==> config.mk <==
export PLATFORM = sky130hd
export DESIGN_NAME = serial_command_frame_parser_top
export DESIGN_NICKNAME = d
export VERILOG_FILES = /design/src/design/scfp_pkg.sv /design/src/design/serial_command_frame_parser_top.sv
export SDC_FILE = /design/constraint.sdc
export NUM_CORES = 1
export LEC_CHECK = 0
export BUFFER_PORTS_ARGS = -buffer_cell sky130_fd_sc_hd__buf_2
export CAP_MARGIN = 20
export CORE_UTILIZATION = 58
export CTS_BUF_LIST = sky130_fd_sc_hd__clkbuf_8 sky130_fd_sc_hd__clkbuf_16
export CTS_CLUSTER_SIZE = 8
export DETAILED_ROUTE_END_ITERATION = 7
export HOLD_SLACK_MARGIN = 0.03
export PLACE_DENSITY = 0.82
export SYNTH_ARGS = -nofsm -noshare
export SYNTH_HDL_FRONTEND = slang
export SYNTH_SLANG_ARGS = --single-unit
==> constraint.sdc <==
create_clock -name i_clk -period 7.95 [get_ports i_clk]
set_input_delay 1.1925 -clock i_clk [delete_from_list [all_inputs] [get_ports i_clk]]
set_output_delay 1.1925 -clock i_clk [all_outputs]
set_load 0.1 [all_outputs]
==> src/design/scfp_pkg.sv <==
// scfp_pkg: shared types and constants of the serial command frame parser
// used by serial_command_frame_parser_top and its checker, no dependencies
package scfp_pkg;

    localparam logic [7:0] CH_OPEN   = 8'h3C;  // '<'
    localparam logic [7:0] CH_TEXT   = 8'h40;  // '@'
    localparam logic [7:0] CH_BINARY = 8'h21;  // '!'
    localparam logic [7:0] CH_CLOSE  = 8'h3E;  // '>'
    localparam logic [7:0] CH_SPACE  = 8'h20;
    localparam logic [7:0] CH_NUL    = 8'h00;
    localparam logic [7:0] CH_PLUS   = 8'h2B;
    localparam logic [7:0] CH_MINUS  = 8'h2D;
    localparam logic [7:0] CH_ZERO   = 8'h30;
    localparam logic [7:0] CH_NINE   = 8'h39;
    localparam logic [7:0] CH_WS_LO  = 8'h09;
    localparam logic [7:0] CH_WS_HI  = 8'h0D;

    localparam logic [7:0] ECHO_CODE_RST   = 8'd69;
    localparam logic [7:0] STATUS_CODE_RST = 8'd83;
    localparam logic [7:0] MOTOR_CODE_RST  = 8'd77;

    localparam logic [2:0]  TOKEN_ENDED = 3'd7;
    localparam logic [2:0]  TOKEN_LAST  = 3'd6;
    localparam logic [15:0] TOKEN_SAT   = 16'd32768;
    localparam logic [15:0] TOKEN_MAX   = 16'd32767;

    localparam int OUT_TDATA_W = 72;

    typedef enum logic [2:0] {
        KIND_ECHO    = 3'd0,
        KIND_STATUS  = 3'd1,
        KIND_MOTOR   = 3'd2,
        KIND_UNKNOWN = 3'd3,
        KIND_BINARY  = 3'd4
    } t_frame_kind;

    typedef enum logic [1:0] {
        CFG_ECHO_CODE   = 2'd0,
        CFG_STATUS_CODE = 2'd1,
        CFG_MOTOR_CODE  = 2'd2
    } t_cfg_index;

    typedef struct packed {
        logic in_tok;
        logic neg;
        logic stop;
        logic seen;
    } t_tok_flags;

endpackage

==> src/design/serial_command_frame_parser_top.sv <==
// serial_command_frame_parser_top: byte stream frame parser with motor command decode
// depends on scfp_pkg
//
// Takes one received byte per transfer and can accept a byte in every cycle; each byte
// is handled in the cycle it is accepted and a completed frame shows up on the output
// register the cycle after its closing byte. A new byte is taken while a result waits,
// as long as the output register is free or is being read in the same cycle. Frames are
// '<', '@' (text) or '!' (binary), a space and the body; text frames end at '>', binary
// frames when the position equals the first body byte's value. Bytes are counted up to
// BUFFER_SIZE; a longer frame is dropped. Output tdata, from bit 0: frame_kind[2:0],
// command_code[10:3], frame_length[17:11], speed_right[33:18], speed_left[49:34],
// auto_flag[65:50], zeros above. Command codes, cfg index 0 echo, 1 status, 2 motor,
// are written by the user only while the parser is idle; the block does not check.
module serial_command_frame_parser_top
    import scfp_pkg::*;
#(
    parameter int BUFFER_SIZE = 64
) (
    input  logic                   i_clk,
    input  logic                   i_rst_n,
    input  logic                   i_s_tvalid,
    output logic                   o_s_tready,
    input  logic [7:0]             i_s_tdata,   // rx_byte[7:0]
    output logic                   o_m_tvalid,
    input  logic                   i_m_tready,
    output logic [OUT_TDATA_W-1:0] o_m_tdata,   // kind, code, length, right, left, auto
    input  logic                   i_cfg_valid,
    output logic                   o_cfg_ready,
    input  logic [1:0]             i_cfg_index,
    input  logic [7:0]             i_cfg_data
);

    localparam int PW = $clog2(BUFFER_SIZE + 1);

    logic [7:0]        r_echo_code, r_status_code, r_motor_code;
    logic [PW-1:0]     r_pos, n_pos;
    logic              r_binary, n_binary;
    logic [7:0]        r_first, n_first;
    logic [2:0]        r_tok_idx, n_tok_idx;
    logic [15:0]       r_tok_val, n_tok_val;
    t_tok_flags        r_tok_flags, n_tok_flags;
    logic signed [15:0] r_pend [3];
    logic signed [15:0] n_pend [3];
    logic signed [15:0] fin_pend [3];
    logic [2:0]        r_present, n_present;
    logic signed [15:0] r_right, n_right, r_left, n_left, r_auto, n_auto;
    logic              r_m_tvalid, n_m_tvalid;
    logic [OUT_TDATA_W-1:0] r_m_tdata, n_m_tdata;

    logic              accept;
    logic [7:0]        b;
    logic              is_digit, is_ws;
    logic signed [15:0] fin_val;
    logic signed [15:0] spd_right, spd_left;
    logic              emit;
    t_frame_kind       kind;
    logic [7:0]        code;

    function automatic logic [15:0] accumulate(input logic [15:0] v, input logic [3:0] d);
        logic [19:0] t;
        t = 20'(v) * 20'd10 + 20'(d);
        return (t > 20'(TOKEN_SAT)) ? TOKEN_SAT : t[15:0];
    endfunction

    // trunc(v * 510 / 1024) - 255, rounding towards zero
    function automatic logic signed [15:0] to_speed(input logic signed [15:0] v);
        logic signed [25:0] p;
        logic signed [25:0] q;
        p = 26'(v) * 26'sd510;
        q = p[25] ? ((p + 26'sd1023) >>> 10) : (p >>> 10);
        return 16'(q - 26'sd255);
    endfunction

    assign accept      = i_s_tvalid && o_s_tready;
    assign o_s_tready  = !r_m_tvalid || i_m_tready;
    assign o_m_tvalid  = r_m_tvalid;
    assign o_m_tdata   = r_m_tdata;
    assign o_cfg_ready = 1'b1;

    assign b        = i_s_tdata;
    assign is_digit = (b >= CH_ZERO) && (b <= CH_NINE);
    assign is_ws    = (b >= CH_WS_LO) && (b <= CH_WS_HI);

    // value the open token would leave in its slot
    always_comb begin
        if (r_tok_flags.neg) begin
            fin_val = 16'(-$signed({1'b0, r_tok_val}));
        end else begin
            fin_val = (r_tok_val > TOKEN_MAX) ? TOKEN_MAX : r_tok_val;
        end
        for (int k = 0; k < 3; k++) begin
            fin_pend[k] = (r_tok_flags.in_tok && r_tok_idx == 3'(k + 3)) ? fin_val
                                                                          : r_pend[k];
        end
    end

    assign spd_right = to_speed(fin_pend[0]);
    assign spd_left  = to_speed(fin_pend[1]);

    always_comb begin
        n_pos       = r_pos;
        n_binary    = r_binary;
        n_first     = r_first;
        n_tok_idx   = r_tok_idx;
        n_tok_val   = r_tok_val;
        n_tok_flags = r_tok_flags;
        n_pend      = r_pend;
        n_present   = r_present;
        n_right     = r_right;
        n_left      = r_left;
        n_auto      = r_auto;
        emit        = 1'b0;
        kind        = KIND_UNKNOWN;
        code        = r_first;

        if (accept) begin
            if (r_pos == PW'(0)) begin
                if (b == CH_OPEN) begin
                    n_pos = PW'(1);
                end
            end else if (r_pos == PW'(1)) begin
                if (b == CH_TEXT || b == CH_BINARY) begin
                    n_binary = (b == CH_BINARY);
                    n_pos    = PW'(2);
                end else begin
                    n_pos = PW'(0);
                end
            end else if (r_pos == PW'(2)) begin
                n_pos = (b == CH_SPACE) ? PW'(3) : PW'(0);
            end else if (!r_binary && b == CH_CLOSE) begin
                emit  = 1'b1;
                n_pos = PW'(0);
                if (r_pos == PW'(3)) begin
                    kind = KIND_UNKNOWN;
                    code = 8'd0;
                end else if (r_first == r_echo_code) begin
                    kind = KIND_ECHO;
                end else if (r_first == r_status_code) begin
                    kind = KIND_STATUS;
                end else if (r_first == r_motor_code) begin
                    kind = KIND_MOTOR;
                    if (r_present[0]) n_right = spd_right;
                    if (r_present[1]) n_left  = spd_left;
                    if (r_present[2]) n_auto  = fin_pend[2];
                end else begin
                    kind = KIND_UNKNOWN;
                end
            end else if (r_binary && r_pos >= PW'(4) && r_first == 8'(r_pos)) begin
                emit  = 1'b1;
                kind  = KIND_BINARY;
                n_pos = PW'(0);
            end else if (r_pos >= PW'(BUFFER_SIZE)) begin
                n_pos = (b == CH_OPEN) ? PW'(1) : PW'(0);
            end else begin
                if (r_pos == PW'(3)) begin
                    n_first = b;
                end
                n_pos = r_pos + PW'(1);
                if (!r_binary && r_tok_idx != TOKEN_ENDED) begin
                    if (b == CH_NUL || b == CH_SPACE) begin
                        n_pend      = fin_pend;
                        n_tok_flags = '0;
                        if (b == CH_NUL) begin
                            n_tok_idx = TOKEN_ENDED;
                        end
                    end else begin
                        if (!r_tok_flags.in_tok) begin
                            n_tok_flags        = '0;
                            n_tok_flags.in_tok = 1'b1;
                            n_tok_val          = 16'd0;
                            if (r_tok_idx < TOKEN_LAST) begin
                                n_tok_idx = r_tok_idx + 3'd1;
                            end
                            case (n_tok_idx)
                                3'd3:    n_present[0] = 1'b1;
                                3'd4:    n_present[1] = 1'b1;
                                3'd5:    n_present[2] = 1'b1;
                                default: ;
                            endcase
                        end
                        if (!n_tok_flags.stop) begin
                            if (!n_tok_flags.seen) begin
                                if (is_ws) begin
                                    n_tok_flags.seen = 1'b0;
                                end else if (b == CH_PLUS) begin
                                    n_tok_flags.seen = 1'b1;
                                end else if (b == CH_MINUS) begin
                                    n_tok_flags.seen = 1'b1;
                                    n_tok_flags.neg  = 1'b1;
                                end else if (is_digit) begin
                                    n_tok_flags.seen = 1'b1;
                                    n_tok_val = accumulate(n_tok_val, b[3:0]);
                                end else begin
                                    n_tok_flags.stop = 1'b1;
                                end
                            end else if (is_digit) begin
                                n_tok_val = accumulate(n_tok_val, b[3:0]);
                            end else begin
                                n_tok_flags.stop = 1'b1;
                            end
                        end
                    end
                end
            end

            // start of a new frame clears the per-frame state
            if (n_pos == PW'(1)) begin
                n_binary    = 1'b0;
                n_first     = 8'd0;
                n_tok_idx   = 3'd1;
                n_tok_val   = 16'd0;
                n_tok_flags = '0;
                n_pend      = '{default: '0};
                n_present   = 3'd0;
            end
        end
    end

    always_comb begin
        n_m_tvalid = r_m_tvalid && !i_m_tready;
        n_m_tdata  = r_m_tdata;
        if (emit) begin
            n_m_tvalid = 1'b1;
            n_m_tdata  = {6'd0, n_auto, n_left, n_right, 7'(r_pos), code, kind};
        end
    end

    always_ff @(posedge i_clk) begin
        if (!i_rst_n) begin
            r_echo_code   <= ECHO_CODE_RST;
            r_status_code <= STATUS_CODE_RST;
            r_motor_code  <= MOTOR_CODE_RST;
            r_pos         <= '0;
            r_binary      <= 1'b0;
            r_first       <= 8'd0;
            r_tok_idx     <= 3'd0;
            r_tok_val     <= 16'd0;
            r_tok_flags   <= '0;
            r_pend        <= '{default: '0};
            r_present     <= 3'd0;
            r_right       <= '0;
            r_left        <= '0;
            r_auto        <= '0;
            r_m_tvalid    <= 1'b0;
        end else begin
            if (i_cfg_valid) begin
                case (i_cfg_index)
                    CFG_ECHO_CODE:   r_echo_code   <= i_cfg_data;
                    CFG_STATUS_CODE: r_status_code <= i_cfg_data;
                    CFG_MOTOR_CODE:  r_motor_code  <= i_cfg_data;
                    default: ;
                endcase
            end
            r_pos       <= n_pos;
            r_binary    <= n_binary;
            r_first     <= n_first;
            r_tok_idx   <= n_tok_idx;
            r_tok_val   <= n_tok_val;
            r_tok_flags <= n_tok_flags;
            r_pend      <= n_pend;
            r_present   <= n_present;
            r_right     <= n_right;
            r_left      <= n_left;
            r_auto      <= n_auto;
            r_m_tvalid  <= n_m_tvalid;
        end
    end

    always_ff @(posedge i_clk) begin
        r_m_tdata <= n_m_tdata;
    end

endmodule

# ---- Word level (Yosys, flattened, before mapping)
# Cells that the tools add are included.
dict set report word_totals {
  reg_bits 229
  output_inout_bits 75
  wordCells 301
}
dict set report op_classes {
  n_addsub 8
  multipliers 3
  n_lt_le_gt_ge 9
  eq_ne 34
  n_mux 181
  bitwise 1
  reduce_logical 41
}
# cell n
set op_table {}
lappend op_table {{16-bit 2-to-1 mux} 63}
lappend op_table {{48-bit 2-to-1 mux} 9}
lappend op_table {{8-bit 2-to-1 mux} 14}
lappend op_table {{3-bit 2-to-1 mux} 36}
lappend op_table {{4-bit 2-to-1 mux} 18}
lappend op_table {{7-bit 2-to-1 mux} 8}
lappend op_table {{26-bit by 11-bit adder with 26-bit output (second input constant)} 2}
lappend op_table {{16-bit by 9-bit multiplier with 25-bit output (second input constant)} 2}
lappend op_table {{8-bit by 6-bit == test with 1-bit output (second input constant)} 6}
lappend op_table {{11-bit AND reduction} 3}
lappend op_table {{16-bit by 9-bit subtractor with 16-bit output (second input constant)} 2}
lappend op_table {{1-bit 2-to-1 mux} 26}
lappend op_table {{8-bit == test} 3}
lappend op_table {{20-bit by 4-bit adder with 20-bit output} 1}
lappend op_table {{20-bit by 16-bit greater-than comparator with 1-bit output (second input constant)} 1}
lappend op_table {{16-bit by 3-bit multiplier with 19-bit output (second input constant)} 1}
lappend op_table {{9-bit AND reduction} 2}
lappend op_table {{16-bit by 15-bit greater-than comparator with 1-bit output (second input constant)} 1}
lappend op_table {{2-bit by 1-bit != test with 1-bit output (second input constant)} 8}
lappend op_table {{16-bit negation} 1}
lappend op_table {{8-bit AND reduction} 2}
lappend op_table {{2-bit nonzero test} 8}
lappend op_table {{7-bit by 1-bit == test with 1-bit output (second input constant)} 2}
lappend op_table {{7-bit by 2-bit == test with 1-bit output (second input constant)} 2}
lappend op_table {{other kinds (30)} 56}

# ---- Depth between registers and ports, before layout
# Gate-level depths: netlist of the first run.
dict set report logic_depth {
  word_depth 30
  ltp_mapped 37
  depth_no_buf 35
}

# ---- Worst setup path before layout of the first run
# Ideal clock, no wire load.
dict set report synth_timing {
  kind {register to register}
  start {register r_tok_val[2]}
  end {register r_m_tdata[49] (netlist: o_m_tdata[49]) (data pin)}
  arrival_ps 8104
  path_slack_ps -411
  path_stages_with_launch 27
  path_buffers 2
  period_less_slack_ps 8361
  path_cell_list {dfxtp_1 -> or3_1 -> buf_6 -> or3_1 -> or3_1 -> o311ai_0 -> o21ai_0 -> o21ai_0 -> fa_1 -> fa_1 -> fa_1 -> inv_1 -> fa_1 -> inv_1 -> ha_1 -> clkbuf_1 -> o21ai_1 -> o31ai_1 -> xor2_1 -> or3b_2 -> a2111oi_0 -> a21boi_1 -> and4_1 -> o211ai_2 -> nor4b_2 -> mux2i_1 -> nor2_1}
}
dict set report synth_via {
  elab_chain_cells 18
  elab_cells_between_ends 19
}
# item line_no
set synth_lines {}
lappend synth_lines {{start: declaration} serial_command_frame_parser_top.sv:40} ;# logic [15:0] r_tok_val, n_tok_val;
lappend synth_lines {{start signal: assignment} serial_command_frame_parser_top.sv:258} ;# r_tok_val <= n_tok_val;
lappend synth_lines {{16-bit by 15-bit greater-than comparator with 1-bit output} serial_command_frame_parser_top.sv:89} ;# fin_val = (r_tok_val > TOKEN_MAX) ? TOKEN_MAX : r_tok_val;
lappend synth_lines {{16-bit 2-to-1 mux} serial_command_frame_parser_top.sv:89}
lappend synth_lines {{16-bit 2-to-1 mux (*)} serial_command_frame_parser_top.sv:86} ;# if (r_tok_flags.neg) begin
lappend synth_lines {{16-bit 2-to-1 mux (*)} serial_command_frame_parser_top.sv:92} ;# fin_pend[k] = (r_tok_flags.in_tok && r_tok_idx == 3'(k + 3)) ? fin_val
lappend synth_lines {{16-bit by 9-bit multiplier with 25-bit output (*)} serial_command_frame_parser_top.sv:69} ;# p = 26'(v) * 26'sd510;
lappend synth_lines {{26-bit by 11-bit adder with 26-bit output} serial_command_frame_parser_top.sv:70} ;# q = p[25] ? ((p + 26'sd1023) >>> 10) : (p >>> 10);
lappend synth_lines {{16-bit 2-to-1 mux (*)} serial_command_frame_parser_top.sv:70}
lappend synth_lines {{16-bit by 9-bit subtractor with 16-bit output (*)} serial_command_frame_parser_top.sv:71} ;# return 16'(q - 26'sd255);
lappend synth_lines {{[3 not listed]} --}
lappend synth_lines {{16-bit 2-to-1 mux (*)} serial_command_frame_parser_top.sv:136} ;# end else if (r_first == r_echo_code) begin
lappend synth_lines {{16-bit 2-to-1 mux (*)} serial_command_frame_parser_top.sv:133} ;# if (r_pos == PW'(3)) begin
lappend synth_lines {{16-bit 2-to-1 mux (*)} serial_command_frame_parser_top.sv:130} ;# end else if (!r_binary && b == CH_CLOSE) begin
lappend synth_lines {{16-bit 2-to-1 mux (*)} serial_command_frame_parser_top.sv:128} ;# end else if (r_pos == PW'(2)) begin
lappend synth_lines {{16-bit 2-to-1 mux (*)} serial_command_frame_parser_top.sv:121} ;# end else if (r_pos == PW'(1)) begin
lappend synth_lines {{16-bit 2-to-1 mux (*)} serial_command_frame_parser_top.sv:117} ;# if (r_pos == PW'(0)) begin
lappend synth_lines {{16-bit 2-to-1 mux (*)} serial_command_frame_parser_top.sv:116} ;# if (accept) begin
lappend synth_lines {{net n_left[15]} serial_command_frame_parser_top.sv:46} ;# logic signed [15:0] r_right, n_right, r_left, n_left, r_auto, n_auto;
lappend synth_lines {{end signal: assignment} serial_command_frame_parser_top.sv:270} ;# r_m_tdata <= n_m_tdata;
lappend synth_lines {{end: declaration} serial_command_frame_parser_top.sv:48} ;# logic [OUT_TDATA_W-1:0] r_m_tdata, n_m_tdata;
# The timed path passes the listed nets; every way through them passes the cells marked *.
# A chain may end at the register's enable or synchronous reset.

# ---- Final worst setup path of the first run
dict set report layout_timing {
  start {register r_tok_val[0]}
  end {register r_m_tdata[28] (netlist: o_m_tdata[28]) (data pin)}
}
dict set report layout_via {
  elab_chain_cells 18
  elab_cells_between_ends 19
}
# item line_no
set layout_lines {}
lappend layout_lines {{16-bit by 15-bit greater-than comparator with 1-bit output} serial_command_frame_parser_top.sv:89}
lappend layout_lines {{16-bit 2-to-1 mux} serial_command_frame_parser_top.sv:89}
lappend layout_lines {{16-bit 2-to-1 mux (*)} serial_command_frame_parser_top.sv:86}
lappend layout_lines {{16-bit 2-to-1 mux (*)} serial_command_frame_parser_top.sv:92}
lappend layout_lines {{16-bit by 9-bit multiplier with 25-bit output (*)} serial_command_frame_parser_top.sv:69}
lappend layout_lines {{26-bit by 11-bit adder with 26-bit output} serial_command_frame_parser_top.sv:70}
lappend layout_lines {{16-bit 2-to-1 mux (*)} serial_command_frame_parser_top.sv:70}
lappend layout_lines {{16-bit by 9-bit subtractor with 16-bit output (*)} serial_command_frame_parser_top.sv:71}
lappend layout_lines {{[3 not listed]} --}
lappend layout_lines {{16-bit 2-to-1 mux (*)} serial_command_frame_parser_top.sv:136}
lappend layout_lines {{16-bit 2-to-1 mux (*)} serial_command_frame_parser_top.sv:133}
lappend layout_lines {{16-bit 2-to-1 mux (*)} serial_command_frame_parser_top.sv:130}
lappend layout_lines {{16-bit 2-to-1 mux (*)} serial_command_frame_parser_top.sv:128}
lappend layout_lines {{16-bit 2-to-1 mux (*)} serial_command_frame_parser_top.sv:121}
lappend layout_lines {{16-bit 2-to-1 mux (*)} serial_command_frame_parser_top.sv:117}
lappend layout_lines {{16-bit 2-to-1 mux (*)} serial_command_frame_parser_top.sv:116}
lappend layout_lines {{net n_right[10]} serial_command_frame_parser_top.sv:46}
# Marks and branches as above.

==> results of run 1 <==
==> repair_timing <==
action	4_1_cts	5_1_grt
buffers inserted	0	16
resized for setup	8	149
pin swaps	1	51
endpoints found under the setup margin	25	52
==> synth_stat cells (7+ instances only) <==
library cell	n
nor3b_1	14
o211ai_1	15
nand2_1	266
a2111oi_0	8
a31oi_1	17
o21a_1	14
dfxtp_1	163
o2111ai_1	8
or3_1	27
o22ai_1	11
a211oi_1	22
o21ai_0	109
a21boi_0	8
xnor2_1	79
nor2_1	191
clkbuf_1	95
nor2b_1	19
or2_2	11
nor4_1	30
inv_1	305
nand3_1	84
buf_4	7
and3_1	21
ha_1	131
o21ai_1	30
and2_1	68
a2bb2oi_1	17
nor3_1	74
mux2i_1	33
a21o_1	32
a21oi_1	174
edfxtp_1	66
nand2b_1	22
o21bai_1	8
or4_1	8
nand4_1	23
fa_1	126
o31ai_1	10
xor2_1	88
==> cell type report <==
class | instances | share of cell area [%]
multi-input combinational | 1939 | 60.5
sequential | 229 | 21.0
timing repair buffer | 271 | 7.33
inverter | 308 | 4.63
clock buffer | 39 | 3.77
tap | 461 | 2.31
clock inverter | 20 | 0.376
antenna | 4 | 0.0401
==> worst min-delay path, stage by stage (launching register included) <==
cell and delay [ns]:
dfxtp_1 0.31, nand2_1 0.05, a21oi_1 0.05
==> per-layer routing <==
layer | vias to the layer above | global-route usage (%) | part of all wire, %
met1 | 9525 | 36.4 | 39
met2 | 784 | 55.2 | 50
met3 | 218 | 4.47 | 5.8
li1 | 9280 | - | -
met4 | 2 | 14.5 | 4.7
met5 | - | 0 | 0.029
==> cell usage in the layout, fill, tap and decap left out, types with 36 or more instances in the layout <==
| cell type | count |
|---|---|
| buf_4 | 176 |
| edfxtp_1 | 66 |
| nand2_1 | 265 |
| nor2_1 | 188 |
| o21ai_0 | 96 |
| fa_1 | 123 |
| inv_1 | 319 |
| ha_1 | 120 |
| buf_2 | 91 |
| clkbuf_16 | 36 |
| xor2_1 | 82 |
| a21oi_1 | 166 |
| dfxtp_1 | 162 |
| nor3_1 | 59 |
| xnor2_1 | 71 |
| nand3_1 | 82 |
| and2_1 | 67 |
==> where the power goes <==
group | leakage [nW] | switching [mW] | internal [mW]
Clock | 0.571 | 0.550 | 0.839
Sequential | 1.93 | 0.0179 | 1.21
Combinational | 8.83 | 0.140 | 0.0515
==> metrics by stage <==
stage	setup slack [ns]	cells	TNS [ns]	hold slack, ns
after floorplan	-0.0380	2589	-0.0406	0.406
after global placement	0.0159	3190	0	0.438
after detailed placement	-0.147	3190	-0.778	0.443
after CTS	0.0178	3249	0	0.450
after global routing	-0.0663	3268	-0.427	0.460
final	0.233	3271	0	0.452
==> state kept, by name (all words and copies together) (netlist names), 3 cells and up <==
register,cells
r_right,16
r_tok_val,16
r_pos,7
r_auto,16
r_pend,48
r_first,8
r_status_code,8
r_motor_code,8
r_tok_flags,4
r_present,3
o_m_tdata,66
r_tok_idx,3
r_left,16
r_echo_code,8
==> final timing paths <==
check	from	endpoint	slack, ns	cells after the start
worst min register to register	r_pend[26]	r_pend[26]	0.45	2
worst min-delay path	r_pend[26]	r_pend[26]	0.45	2
worst max-delay path	r_tok_val[0]	o_m_tdata[28]	0.23	28
worst max register to register	r_tok_val[0]	o_m_tdata[28]	0.23	28
==> cell families after synthesis <==
group | after synthesis | synth area share [%]
other | 2 | 0.0355
AND/OR/NAND/NOR | 898 | 21.0
flip-flops | 229 | 24.8
adder cells (fa/ha/maj) | 259 | 19.8
buffers and inverters | 421 | 7.72
XOR/XNOR | 168 | 7.00
multiplexers | 40 | 1.94
AO/OA/AOI/OAI | 567 | 17.7
==> impl_metrics.tcl, run 1 <==
set metrics [dict create \
    design_area_um2 25000 \
    synth-seq-area-share_pct 24.8 \
    cts_buffers 35 \
    hp-class "register to register" \
    num_rows 69 \
    antenna_found_initial 2 \
    synth_area_leaders "dfxtp_1, fa_1, edfxtp_1, ha_1, inv_1" \
    clkLatencyLatePin_ns 0.55 \
    num_io_pins 98 \
    cts_tree "yes" \
    end_kind "register" \
    ys_ff_latch 229 \
    fin_crit_ns 7.72 \
    violations "DRC" \
    cts_max_level 2 \
    die-height_um 193 \
    clockBufferDepth 3 \
    powerDensity_nw_per_um2 112 \
    drv_slew 0 \
    grt_setup_unrepaired "yes" \
    finalSetupViolCount 0 \
    grt_pass1_vias 19100 \
    final.setup_skew_ns 0.0189 \
    grt_usage_pct 30.9 \
    start_util_pct 59.1 \
    slowest_delay_ns 0.56 \
    wirelength_mm 59.5 \
    area_delta_synth_final_pct 18.2 \
    start_kind "register" \
    worstPathRequired_ns 8.21 \
    first_iter_violations 1399 \
    ys_async_sr_fraction_pct 0 \
    critPathTopFamily "adder cells" \
    ant_nets 0 \
    synth_flop_cell "dfxtp_1" \
    placed_area_um2 23000 \
    worst_pin_slew_ns 1.03 \
    drive_above_1_share_pct 17.7 \
    synth_cells 2584 \
    fill_cells 2763 \
    synth_area_um2 21100 \
    synth.top_cell.area_share_pct 15.4 \
    root_buffer "clkbuf_16" \
    multi_input_area_um2 15100 \
    post-route-util_pct 69.9 \
    synth_edf_count 66 \
    dr.pass1.iters 8 \
    portBuffers 90 \
    coreArea_um2 35700 \
    grt_pass1_wl_mm 92.5 \
    cp.arrival_ns 7.97 \
    cts.clk_slew.worst_paths_ns 0.06 \
    synth.avg_cell_area_um2 8.18 \
    cts_hold_buf 0 \
    dp_hpwl_mm 44.1 \
    status "complete, but fails checks" \
    nets 3064 \
    synth_cell_types 104 \
    dieArea_um2 37200 \
    route.detailed.drc 2 \
    p_leak_nw 11.3 \
    period_share_pct 97.1 \
    vdd_drop_max_mv 0.161 \
    ys_warn_count 0 \
    gr-total-overflow 0 \
    cp_max_fo 7 \
    clock.fmax_mhz 130 \
    slowest_stage "fa_1" \
    vias 19800 \
    viasPerCell 6.06 \
    synth_top_cell_by_area "dfxtp_1" \
    grt_max_degree 70 \
    regArea_um2 5250 \
    clock-sinks 229 \
    setup.worst_path.class "register to register" \
    maxCapViolations 0 \
    slew_headroom_pct 31.4 \
    cp_num_buf_inv 6 \
    p_total_mw 2.81 \
    place.gp.congestion 0.940 \
    wl_per_cell_um 18.2 \
    die_w_um 193 \
    timing_hold_violations_final 0 \
]
Power figures use the tool's default switching activity.
==> inputs of run 2 (changes only) <==
RECOVER_POWER = 25   (was default)
==> run 2 against run 1 <==
  * The flow finishes with violations (DRC, capacitance limit, slew limit)
  * Worst setup slack about the same
  * Via count decreased by 0.47%
  * Design area decreased by 0.31%
  * Sequential power about the same
  * Fmax unchanged
  * Sequential share of layout area increased by 0.064 points
  * Routed wire length about the same
  * Cell count about the same
  * Clock skew about the same
  * First-iteration DRC count decreased by 1.1%
==> impl_metrics.tcl, run 2 (synthesis results as in run 1) <==
set metrics [dict create \
    cts.clk_slew.worst_paths_ns 0.06 \
    most-common-layout-cells "inv_1, nand2_1, nor2_1" \
    slew_headroom_pct -68.4 \
    start_util_pct 59.1 \
    root_buffer "clkbuf_16" \
    num_rows 69 \
    cts_hold_buf 0 \
    start_kind "register" \
    cp.arrival_ns 7.97 \
    worst_pin_slew_ns 2.53 \
    ant_nets 0 \
    viasPerCell 6.03 \
    final.setup_skew_ns 0.0187 \
    finalSetupViolCount 0 \
    area_delta_synth_final_pct 17.8 \
    drive_above_1_share_pct 15.8 \
    timing_hold_violations_final 0 \
    violations "DRC, capacitance limit, slew limit" \
    portBuffers 90 \
    dr.pass1.iters 8 \
    powerDensity_nw_per_um2 113 \
    grt_pass1_wl_mm 92.5 \
    cp_num_buf_inv 5 \
    first_iter_violations 1384 \
    gr-total-overflow 0 \
    route.detailed.drc 2 \
    place.gp.congestion 0.940 \
    setup.worst_path.class "register to register" \
    drv_slew 54 \
    end_kind "register" \
    num_io_pins 98 \
    maxCapViolations 1 \
    dieArea_um2 37200 \
    period_share_pct 97.1 \
    cts_max_level 2 \
    slowest_stage "or4b_4" \
    tns_ns 0 \
    clock.fmax_mhz 130 \
    die_w_um 193 \
    hp-class "register to register" \
    wirelength_mm 59.4 \
    placed_cells 3190 \
    grt_max_degree 70 \
    design_area_um2 24900 \
    stdcell_count 3270 \
    slowest_delay_ns 0.62 \
    fin_crit_ns 7.72 \
    clock-sinks 229 \
    cts_buffers 35 \
    p_leak_nw 11.2 \
    p_total_mw 2.80 \
    nets 3064 \
    largest_reg_flops 66 \
    final_common_cell "inv_1" \
    die-height_um 193 \
    clkLatencyLatePin_ns 0.55 \
    dp_slack_ns -0.147 \
    dp_hpwl_mm 44.1 \
    vdd_drop_max_mv 0.161 \
    clockBufferDepth 3 \
    fill_cells 2796 \
    cp_max_fo 8 \
    grt_usage_pct 30.9 \
    grt_setup_unrepaired "yes" \
    status "complete, but fails checks" \
    fin_ws_ns 0.233 \
    worstPathRequired_ns 8.21 \
    critPathTopFamily "adder cells" \
    cts_tree "yes" \
    coreArea_um2 35700 \
    wl_per_cell_um 18.2 \
    vias 19700 \
    antenna_found_initial 2 \
    placed_area_um2 23000 \
    grt_pass1_vias 19100 \
]
==> run 2: changes by cell type in the layout (fill, tap and decap cells not counted), sizes merged <==
cell	change
buf	-55
clkbuf	+55
diode	-1
==> run 2: worst reg2reg max path, cell delays in order (launching register included) <==
cell and delay (ns):
dfxtp_1 0.43, or4b_4 0.62, nor2_2 0.13, a21oi_1 0.09
o22ai_1 0.23, buf_4 0.19, o21ai_2 0.13, buf_4 0.18
maj3_1 0.42, fa_1 0.52, fa_1 0.56, inv_1 0.05
fa_1 0.49, inv_1 0.05, ha_1 0.36, a2111oi_0 0.36
o21ai_1 0.20, a41oi_1 0.34, xnor2_1 0.25, nand2_2 0.20
or2_2 0.34, a2111oi_4 0.45, buf_4 0.20, xnor2_1 0.10
nor4_2 0.31, xnor2_1 0.18, o21ai_1 0.08
==> run 2: per-stage QoR <==
stage	util, %	hold WS, ns
after floorplan	-	0.406
after global placement	64.3	0.438
after detailed placement	64.3	0.443
after CTS	67.4	0.450
after global routing	69.6	0.460
final	69.7	0.451
==> run 2: final timing paths <==
path                      from       endpoint  slack, ns  depth (start not counted)
hold / removal      r_pend[26]     r_pend[26]       0.45                          2
setup reg to reg  r_tok_val[5]  o_m_tdata[28]       0.23                         26
setup / recovery  r_tok_val[5]  o_m_tdata[28]       0.23                         26
hold reg to reg     r_pend[26]     r_pend[26]       0.45                          2
==> run 2: repair_timing <==
action / 4_1_cts / 5_1_grt
pin swaps: 1 / 51
resized for setup: 8 / 149
setup endpoints to repair: 25 / 52
buffers inserted: 0 / 16
gates cloned: 0 / 0
==> run 2: layout make-up <==
type / count / area [µm²] / area share, %
multi-input combinational: 1939 / 15100 / 60.7
clock inverter: 20 / 93.8 / 0.377
inverter: 308 / 1160 / 4.64
timing repair buffer: 271 / 1760 / 7.06
tap: 461 / 577 / 2.32
clock buffer: 39 / 942 / 3.78
sequential: 229 / 5250 / 21.1
antenna: 3 / 7.51 / 0.0302
==> run 2: metal layers <==
layer | vias up | wire [µm] | global-route usage (%)
li1 | 9277 | - | -
met3 | 210 | 3150 | 4.47
met4 | 2 | 2760 | 14.5
met2 | 695 | 29900 | 55.2
met1 | 9532 | 23600 | 36.4
met5 | - | 17 | 0
==> run 2: where the power goes <==
| group | leakage, nW | switching [mW] | internal (mW) |
|---|---|---|---|
| clock network | 0.571 | 0.549 | 0.839 |
| logic | 8.67 | 0.139 | 0.0510 |
| registers | 1.93 | 0.0180 | 1.21 |
| total | 11.2 | 0.706 | 2.10 |
